`src/slt_pkg.sv`:
```
// ----------------------------------------------------------------------------
// slt_pkg: shared types and constants for the sorted list table
// Holds request codes, result codes, sequencer states and the control
// structs passed between the sequencer and the top level.
// ----------------------------------------------------------------------------
`default_nettype none

package slt_pkg;

    localparam int unsigned VALUE_W = 32;
    localparam int unsigned COUNT_W = 5;

    typedef enum logic [1:0] {
        OP_INSERT = 2'd0,
        OP_REMOVE = 2'd1,
        OP_CLEAR  = 2'd2,
        OP_LOOKUP = 2'd3
    } t_op;

    typedef enum logic [1:0] {
        ST_OK        = 2'd0,
        ST_FULL      = 2'd1,
        ST_NOT_FOUND = 2'd2
    } t_status;

    typedef enum logic [2:0] {
        S_IDLE,
        S_RD,
        S_CMP,
        S_PUT,
        S_SHRD,
        S_SHWR,
        S_DONE
    } t_state;

    typedef struct packed {
        logic rd_en;
        logic wr_en;
    } t_mem_ctl;

    typedef struct packed {
        t_status status;
        logic    found;
    } t_result;

endpackage

`default_nettype wire

```
`src/slt_ram.sv`:
```
// ----------------------------------------------------------------------------
// slt_ram: entry storage of the sorted list table
// One write port and one read port; read data is registered.
// ----------------------------------------------------------------------------
`default_nettype none

module slt_ram #(
    parameter int unsigned DEPTH = 16
) (
    input  wire                                       i_clk,
    input  wire slt_pkg::t_mem_ctl                    i_mem,
    input  wire [((DEPTH > 1) ? $clog2(DEPTH) : 1)-1:0] i_raddr,
    input  wire [((DEPTH > 1) ? $clog2(DEPTH) : 1)-1:0] i_waddr,
    input  wire [slt_pkg::VALUE_W-1:0]                i_wdata,
    output logic [slt_pkg::VALUE_W-1:0]               o_rdata
);
    import slt_pkg::*;

    logic [VALUE_W-1:0] mem [DEPTH];

    always_ff @(posedge i_clk) begin
        if (i_mem.wr_en) begin
            mem[i_waddr] <= i_wdata;
        end
        if (i_mem.rd_en) begin
            o_rdata <= mem[i_raddr];
        end
    end

endmodule

`default_nettype wire

```
`src/slt_ctrl.sv`:
```
// ----------------------------------------------------------------------------
// slt_ctrl: request sequencer of the sorted list table
// Walks the entry memory one read per step: shifts up for insert, scans
// for remove and lookup, shifts down after a remove hit.
// ----------------------------------------------------------------------------
`default_nettype none

module slt_ctrl #(
    parameter int unsigned DEPTH = 16
) (
    input  wire                                         i_clk,
    input  wire                                         i_rst_n,
    input  wire                                         i_valid,
    output logic                                        o_stall,
    input  wire slt_pkg::t_op                           i_operation,
    input  wire signed [slt_pkg::VALUE_W-1:0]           i_value,
    output slt_pkg::t_mem_ctl                           o_mem,
    output logic [((DEPTH > 1) ? $clog2(DEPTH) : 1)-1:0] o_raddr,
    output logic [((DEPTH > 1) ? $clog2(DEPTH) : 1)-1:0] o_waddr,
    output logic [slt_pkg::VALUE_W-1:0]                 o_wdata,
    input  wire [slt_pkg::VALUE_W-1:0]                  i_rdata,
    output logic                                        o_res_valid,
    input  wire                                         i_res_take,
    output slt_pkg::t_result                            o_res,
    output logic [$clog2(DEPTH+1)-1:0]                  o_count
);
    import slt_pkg::*;

    localparam int unsigned AW = (DEPTH > 1) ? $clog2(DEPTH) : 1;
    localparam int unsigned CW = $clog2(DEPTH + 1);

    t_state                    r_state, n_state;
    t_op                       r_op, n_op;
    logic signed [VALUE_W-1:0] r_val, n_val;
    logic [CW-1:0]             r_idx, n_idx;
    logic [CW-1:0]             r_cnt, n_cnt;
    t_result                   r_res, n_res;

    logic [CW-1:0] w_idx_inc;
    logic [CW-1:0] w_idx_dec;
    logic [CW-1:0] w_raddr;
    logic          w_greater;
    logic          w_equal;
    logic          w_full;

    assign w_idx_inc = CW'(r_idx + 1'b1);
    assign w_idx_dec = CW'(r_idx - 1'b1);
    assign w_greater = $signed(i_rdata) > r_val;
    assign w_equal   = i_rdata == r_val;
    assign w_full    = r_cnt >= CW'(DEPTH);

    // next state
    always_comb begin
        n_state = r_state;
        unique case (r_state)
            S_IDLE: begin
                if (i_valid) begin
                    unique case (i_operation)
                        OP_INSERT: begin
                            if (w_full) begin
                                n_state = S_DONE;
                            end else if (r_cnt == '0) begin
                                n_state = S_PUT;
                            end else begin
                                n_state = S_RD;
                            end
                        end
                        OP_REMOVE, OP_LOOKUP: begin
                            n_state = (r_cnt == '0) ? S_DONE : S_RD;
                        end
                        default: n_state = S_DONE;
                    endcase
                end
            end
            S_RD: n_state = S_CMP;
            S_CMP: begin
                if (r_op == OP_INSERT) begin
                    if (w_greater) begin
                        n_state = (r_idx == CW'(1)) ? S_PUT : S_RD;
                    end else begin
                        n_state = S_DONE;
                    end
                end else if (w_equal) begin
                    n_state = (r_op == OP_REMOVE) ? S_SHRD : S_DONE;
                end else if (w_idx_inc == r_cnt) begin
                    n_state = S_DONE;
                end else begin
                    n_state = S_RD;
                end
            end
            S_PUT:  n_state = S_DONE;
            S_SHRD: n_state = (w_idx_inc >= r_cnt) ? S_DONE : S_SHWR;
            S_SHWR: n_state = S_SHRD;
            S_DONE: n_state = i_res_take ? S_IDLE : S_DONE;
            default: n_state = S_IDLE;
        endcase
    end

    // datapath next values
    always_comb begin
        n_op  = r_op;
        n_val = r_val;
        n_idx = r_idx;
        n_cnt = r_cnt;
        n_res = r_res;
        case (r_state)
            S_IDLE: begin
                if (i_valid) begin
                    n_op         = i_operation;
                    n_val        = i_value;
                    n_res.status = ST_OK;
                    n_res.found  = 1'b0;
                    case (i_operation)
                        OP_INSERT: begin
                            n_idx = r_cnt;
                            if (w_full) begin
                                n_res.status = ST_FULL;
                            end
                        end
                        OP_REMOVE: begin
                            n_idx = '0;
                            if (r_cnt == '0) begin
                                n_res.status = ST_NOT_FOUND;
                            end
                        end
                        OP_CLEAR: n_cnt = '0;
                        default:  n_idx = '0;
                    endcase
                end
            end
            S_CMP: begin
                if (r_op == OP_INSERT) begin
                    if (w_greater) begin
                        n_idx = w_idx_dec;
                    end else begin
                        n_cnt = CW'(r_cnt + 1'b1);
                    end
                end else if (w_equal) begin
                    n_res.found = 1'b1;
                end else if (w_idx_inc == r_cnt) begin
                    if (r_op == OP_REMOVE) begin
                        n_res.status = ST_NOT_FOUND;
                    end
                end else begin
                    n_idx = w_idx_inc;
                end
            end
            S_PUT: n_cnt = CW'(r_cnt + 1'b1);
            S_SHRD: begin
                if (w_idx_inc >= r_cnt) begin
                    n_cnt = CW'(r_cnt - 1'b1);
                end
            end
            S_SHWR: n_idx = w_idx_inc;
            default: ;
        endcase
    end

    // memory port and handshake outputs
    always_comb begin
        o_mem   = '0;
        w_raddr = r_idx;
        o_wdata = r_val;
        case (r_state)
            S_RD: begin
                o_mem.rd_en = 1'b1;
                w_raddr     = (r_op == OP_INSERT) ? w_idx_dec : r_idx;
            end
            S_CMP: begin
                if (r_op == OP_INSERT) begin
                    o_mem.wr_en = 1'b1;
                    o_wdata     = w_greater ? i_rdata : r_val;
                end
            end
            S_PUT: o_mem.wr_en = 1'b1;
            S_SHRD: begin
                o_mem.rd_en = w_idx_inc < r_cnt;
                w_raddr     = w_idx_inc;
            end
            S_SHWR: begin
                o_mem.wr_en = 1'b1;
                o_wdata     = i_rdata;
            end
            default: ;
        endcase
    end

    assign o_raddr     = w_raddr[AW-1:0];
    assign o_waddr     = r_idx[AW-1:0];
    assign o_stall     = r_state != S_IDLE;
    assign o_res_valid = r_state == S_DONE;
    assign o_res       = r_res;
    assign o_count     = r_cnt;

    always_ff @(posedge i_clk) begin
        if (!i_rst_n) begin
            r_state <= S_IDLE;
            r_cnt   <= '0;
        end else begin
            r_state <= n_state;
            r_cnt   <= n_cnt;
        end
    end

    always_ff @(posedge i_clk) begin
        r_op  <= n_op;
        r_val <= n_val;
        r_idx <= n_idx;
        r_res <= n_res;
    end

endmodule

`default_nettype wire

```
`src/sorted_list_table.sv`:
```
// ----------------------------------------------------------------------------
// sorted_list_table: ascending table of signed 32-bit values
// Insert, remove, clear and lookup on a bounded sorted table held in one
// synchronous memory; one result per request.
// ----------------------------------------------------------------------------
//
//   channel   direction  handshake            payload
//   request   in         i_valid / o_stall    i_operation, i_value
//   result    out        o_valid / i_stall    o_status, o_found,
//                                             o_entry_count, o_empty
//
// Requests are taken one at a time, and the single read port sets the pace.
// Clear, a full insert, and a remove or lookup on an empty table finish
// without a memory access. An insert reads and moves up each larger entry in
// turn; a remove or lookup reads the entries in order up to a hit or the end;
// a remove hit then moves each later entry down by one place.
// Reset: synchronous, active low; clears the entry count and handshake state.
// ----------------------------------------------------------------------------
`default_nettype none

module sorted_list_table #(
    parameter int unsigned DEPTH = 16
) (
    input  wire                               i_clk,
    input  wire                               i_rst_n,
    input  wire                               i_valid,
    output logic                              o_stall,
    input  wire [1:0]                         i_operation,
    input  wire signed [slt_pkg::VALUE_W-1:0] i_value,
    output logic                              o_valid,
    input  wire                               i_stall,
    output logic [1:0]                        o_status,
    output logic                              o_found,
    output logic [slt_pkg::COUNT_W-1:0]       o_entry_count,
    output logic                              o_empty
);
    import slt_pkg::*;

    localparam int unsigned AW = (DEPTH > 1) ? $clog2(DEPTH) : 1;
    localparam int unsigned CW = $clog2(DEPTH + 1);

    t_mem_ctl           w_mem;
    logic [AW-1:0]      w_raddr;
    logic [AW-1:0]      w_waddr;
    logic [VALUE_W-1:0] w_wdata;
    logic [VALUE_W-1:0] w_rdata;
    logic               w_res_valid;
    logic               w_res_take;
    t_result            w_res;
    logic [CW-1:0]      w_count;

    // output register
    logic               r_out_valid;
    t_result            r_out_res;
    logic [COUNT_W-1:0] r_out_count;
    logic               r_out_empty;

    // Request sequencer: scans and shifts the table entry by entry.
    slt_ctrl #(
        .DEPTH (DEPTH)
    ) u_ctrl (
        .i_clk       (i_clk),
        .i_rst_n     (i_rst_n),
        .i_valid     (i_valid),
        .o_stall     (o_stall),
        .i_operation (t_op'(i_operation)),
        .i_value     (i_value),
        .o_mem       (w_mem),
        .o_raddr     (w_raddr),
        .o_waddr     (w_waddr),
        .o_wdata     (w_wdata),
        .i_rdata     (w_rdata),
        .o_res_valid (w_res_valid),
        .i_res_take  (w_res_take),
        .o_res       (w_res),
        .o_count     (w_count)
    );

    // Entry memory. The sequencer never reads and writes one entry in the
    // same cycle, so no forwarding is needed.
    slt_ram #(
        .DEPTH (DEPTH)
    ) u_ram (
        .i_clk   (i_clk),
        .i_mem   (w_mem),
        .i_raddr (w_raddr),
        .i_waddr (w_waddr),
        .i_wdata (w_wdata),
        .o_rdata (w_rdata)
    );

    // Load the result whenever the output register is free or draining.
    assign w_res_take = w_res_valid && (!r_out_valid || !i_stall);

    always_ff @(posedge i_clk) begin
        if (!i_rst_n) begin
            r_out_valid <= 1'b0;
        end else if (w_res_take) begin
            r_out_valid <= 1'b1;
        end else if (!i_stall) begin
            r_out_valid <= 1'b0;
        end
    end

    // Payload holds while stalled; it changes only on a load.
    always_ff @(posedge i_clk) begin
        if (w_res_take) begin
            r_out_res   <= w_res;
            r_out_count <= COUNT_W'(w_count);
            r_out_empty <= w_count == '0;
        end
    end

    assign o_valid       = r_out_valid;
    assign o_status      = r_out_res.status;
    assign o_found       = r_out_res.found;
    assign o_entry_count = r_out_count;
    assign o_empty       = r_out_empty;

`ifndef NO_ASSERTIONS
    // The entry count never runs past the table depth.
    a_count_bound: assert property (@(posedge i_clk) disable iff (!i_rst_n)
        w_res_valid |-> (w_count <= CW'(DEPTH)))
        else $error("entry count exceeds table depth");

    // A dropped insert is reported only with the table full.
    a_full_count: assert property (@(posedge i_clk) disable iff (!i_rst_n)
        (w_res_valid && w_res.status == ST_FULL) |-> (w_count == CW'(DEPTH)))
        else $error("full status with table not full");

    // A hit never comes with an error status.
    a_found_ok: assert property (@(posedge i_clk) disable iff (!i_rst_n)
        (w_res_valid && w_res.found) |-> (w_res.status == ST_OK))
        else $error("found flag with error status");

    // An accepted request raises the stall and so blocks the next one.
    a_one_at_a_time: assert property (@(posedge i_clk) disable iff (!i_rst_n)
        (i_valid && !o_stall) |=> o_stall)
        else $error("second request taken while one is in progress");
`endif

endmodule

`default_nettype wire
```
`config.mk`:
```
export PLATFORM = sky130hd
export DESIGN_NAME = sorted_list_table
export DESIGN_NICKNAME = d
export VERILOG_FILES = /design/src/slt_pkg.sv /design/src/slt_ram.sv /design/src/slt_ctrl.sv /design/src/sorted_list_table.sv
export SDC_FILE = /design/constraint.sdc
export NUM_CORES = 1
export LEC_CHECK = 0
export BUFFER_PORTS_ARGS = -buffer_cell sky130_fd_sc_hd__buf_4
export CORE_MARGIN = 4
export CORE_UTILIZATION = 45
export DETAILED_ROUTE_END_ITERATION = 8
export PLACE_DENSITY = 0.59
export SYNTH_ARGS = -nofsm -noshare
export SYNTH_HDL_FRONTEND = slang
export SYNTH_SLANG_ARGS = --single-unit
```
`constraint.sdc`:
```
create_clock -name i_clk -period 4.7 [get_ports i_clk]
set_input_delay 0.705 -clock i_clk [delete_from_list [all_inputs] [get_ports i_clk]]
set_output_delay 0.705 -clock i_clk [all_outputs]
set_load 0.01 [all_outputs]
```
==> impl_metrics.toml <==
[timing]
max_freq_mhz = 237
drv_slew = 0
tightest_slew_ns = 0.993
finalSetupViolations = 0
grt_setup_unrepaired = "no"
hold_viol_final = 0
finalCriticalPeriod_ns = 4.22
layout_worst_path_cycle_share = 0.897
hold_ws_ns = 0.273
maxSlewHeadroom = 0.332
finalClockSkew_ns = 0.0167
tns_ns = 0

[routing]
drc = 0
routedLengthMet1_mm = 24.7
drt_iter0_markers = 985
wl_per_cell_um = 27.4
vias_per_cell = 5.79
final_antenna_net_count = 0
first_pass_iters = 4
met2_length_mm = 27.3
top_layer_used = "met4"
vias = 11800
wl_met3_mm = 2.62
finalWirelength_mm = 55.8

[floorplanning]
io_pins = 49
fp.dieW_um = 242
dieArea_um2 = 58600
initial_core_util = 0.457
coreArea_um2 = 54000
die_h_um = 242
core.rowCount = 85

[cells_and_area]
layout_commonest_cell = "edfxtp_1"
multi_input_area_um2 = 6330
final_cell_mix = "edfxtp_1 (595), mux4_2 (128), mux2i_1 (102), buf_4 (79), clkbuf_16 (59)"
ff_latch_area_um2 = 18000
drive_above_1_share = 0.266
fill_cells = 4301
n_antenna_cell = 0
syn2layout_area_growth_pct = 13.3
num-nets-final = 1389

[logic_synthesis]
synth_edf_count = 595
async_flop_share = 0
synthFlopType = "edfxtp_1"
synthCells = 1206
syn_avg_cell_area_um2 = 20.5
syn_nets = 1290
syn-cell-area_um2 = 24700
synth-seq-area-share = 0.732
synth_cell_type_count = 57
yosys_warnings = 0
synth_seq_cells = 604

[global_route]
grt_pass1_vias = 12100
grt_usage = 0.191
grt_start_max_net_pins = 93
overflow = 0
antenna_found_initial = 0
grt_first_pass_wirelength_mm = 82.7

[setup_path]
crit_path_start_kind = "register"
critPathMaxFanout = 32
crit_arrival_ns = 4.52
crit_chain = "ha_1, nand4_1, or4_1, a31oi_1, nor3b_2, xnor2_2, o31ai_4, buf_12, mux2_2"
slowest_stage = "or4_1"
critical_path_class = "reg -> reg"
max_stage_delay_ns = 0.79
cp.required_ns = 5.01
end_kind = "register"

[power]
leakage_nw = 9.33
peakVddDrop_v = 0.000837
power.density_nw_per_um2 = 656

[run]
drv_cap = 0

[placed_design]
dp_hpwl_mm = 31.1
port_buffers = 48
place_congestion = 0.777

[clock_tree]
cts_root_buf = "clkbuf_16"
htree_levels = 2
cts_tree = "yes"
post-cts-setup-buffers = 0
clock-sinks = 604
cts.path.max_buffers = 3
ctsResizeCount = 0
holdBufCountCts = 0
numCtsBuffers = 58
clk_pin_slew_ns = 0.06
worstSkewPairLatency_ns = 0.61

[run_status]
run_status = "finished clean"

[hold_path]
hold_class = "in -> reg"
power breakdown:
group | total [mW] | switching (mW) | internal [mW]
Sequential | 7.24 | 0.273 | 6.97
Clock | 4.47 | 1.92 | 2.55
Combinational | 6.62 | 3.59 | 3.03
registers in the layout, indices dropped and copies added (netlist names), 3 cells and up:
register / count
o_entry_count: 5
u_ctrl.o_count: 5
u_ctrl.r_state: 3
u_ctrl.r_idx: 5
u_ram.o_rdata: 32
u_ram.mem: 512
u_ctrl.o_res: 3
u_ctrl.r_val: 32
routing by layer:
layer / vias to the layer above / GRT usage
li1: 5151 / -
met1: 6273 / 0.276
met2: 294 / 0.312
met3: 87 / 0.0272
met4: 0 / 0.0478
met5: - / 0
cells in the mapped netlist, types with 4 or more instances:
cell type / instances / share of area
nand4_1: 8 / 0.0020
edfxtp_1: 595 / 0.72
nand3_1: 13 / 0.0026
mux2_4: 30 / 0.018
a21o_1: 7 / 0.0021
xor2_1: 4 / 0.0014
nor3_1: 9 / 0.0018
nor4_1: 4 / 0.0010
o21ai_0: 19 / 0.0039
ha_1: 45 / 0.023
a22oi_1: 4 / 0.0012
mux4_2: 128 / 0.12
xnor2_1: 6 / 0.0021
buf_4: 10 / 0.0030
dfxtp_1: 9 / 0.0073
nor2_1: 21 / 0.0032
mux2i_1: 102 / 0.041
nand2_1: 31 / 0.0047
a21oi_1: 23 / 0.0047
clkbuf_1: 9 / 0.0014
buf_2: 20 / 0.0041
nand2b_1: 8 / 0.0020
buf_6: 6 / 0.0027
nor2b_1: 5 / 0.0013
inv_1: 42 / 0.0064
per-stage QoR:
stage                util  area (um2)  setup WS (ns)  cells  total power [mW]
global placement    0.484       26200          0.562   1941              14.0
finish              0.517       27900          0.484   2039              18.3
CTS                 0.517       27900          0.496   2039              18.6
detailed placement  0.484       26200          0.548   1941              14.1
global route        0.517       27900          0.195   2039              19.3
floorplan               -       24700          0.845   1206              12.3
cells by family after synthesis:
logic type	after synthesis	synth area share
flip-flops	604	0.732
multiplexers	263	0.178
AND/OR/NAND/NOR	111	0.0228
buffers and inverters	91	0.0182
AO/OA/AOI/OAI	79	0.0211
adder cells (fa/ha/maj)	46	0.0236
XOR/XNOR	12	0.00487
worst max-delay path, delay by kind of cell (launching register included):
family	cells	cell delay [ns]
buffers and inverters	1	0.33
and+or+nand+nor	3	1.23
AOI/OAI and AO/OA	2	0.70
xor gates and xnor gates	1	0.23
DFF	1	0.40
muxes	1	0.50
adders and majority gates	1	0.46
layout make-up:
| cell class | count | share of cell area |
|---|---|---|
| clock buffer | 70 | 0.0543 |
| sequential | 604 | 0.646 |
| tap | 696 | 0.0312 |
| multi-input combinational | 511 | 0.226 |
| clock inverter | 28 | 0.00962 |
| inverter | 43 | 0.00577 |
| timing repair buffer | 87 | 0.0269 |
path summary, 6_finish.rpt:
kind | startpoint | to | slack, ns | cells after the start
max | u_ram.o_rdata[31]$_DFFE_PP_ | u_ram.mem[5][10]$_DFFE_PP_ | 0.48 | 9
min | i_value[1] | u_ctrl.r_val[1]$_DFFE_PP_ | 0.27 | 1
max reg2reg | u_ram.o_rdata[31]$_DFFE_PP_ | u_ram.mem[5][10]$_DFFE_PP_ | 0.48 | 9
min reg2reg | u_ctrl.o_res[1]$_SDFFCE_PP0P_ | o_status[0]$_DFFE_PP_ | 0.42 | 0
No activity file was read; power rests on OpenSTA's default activity.
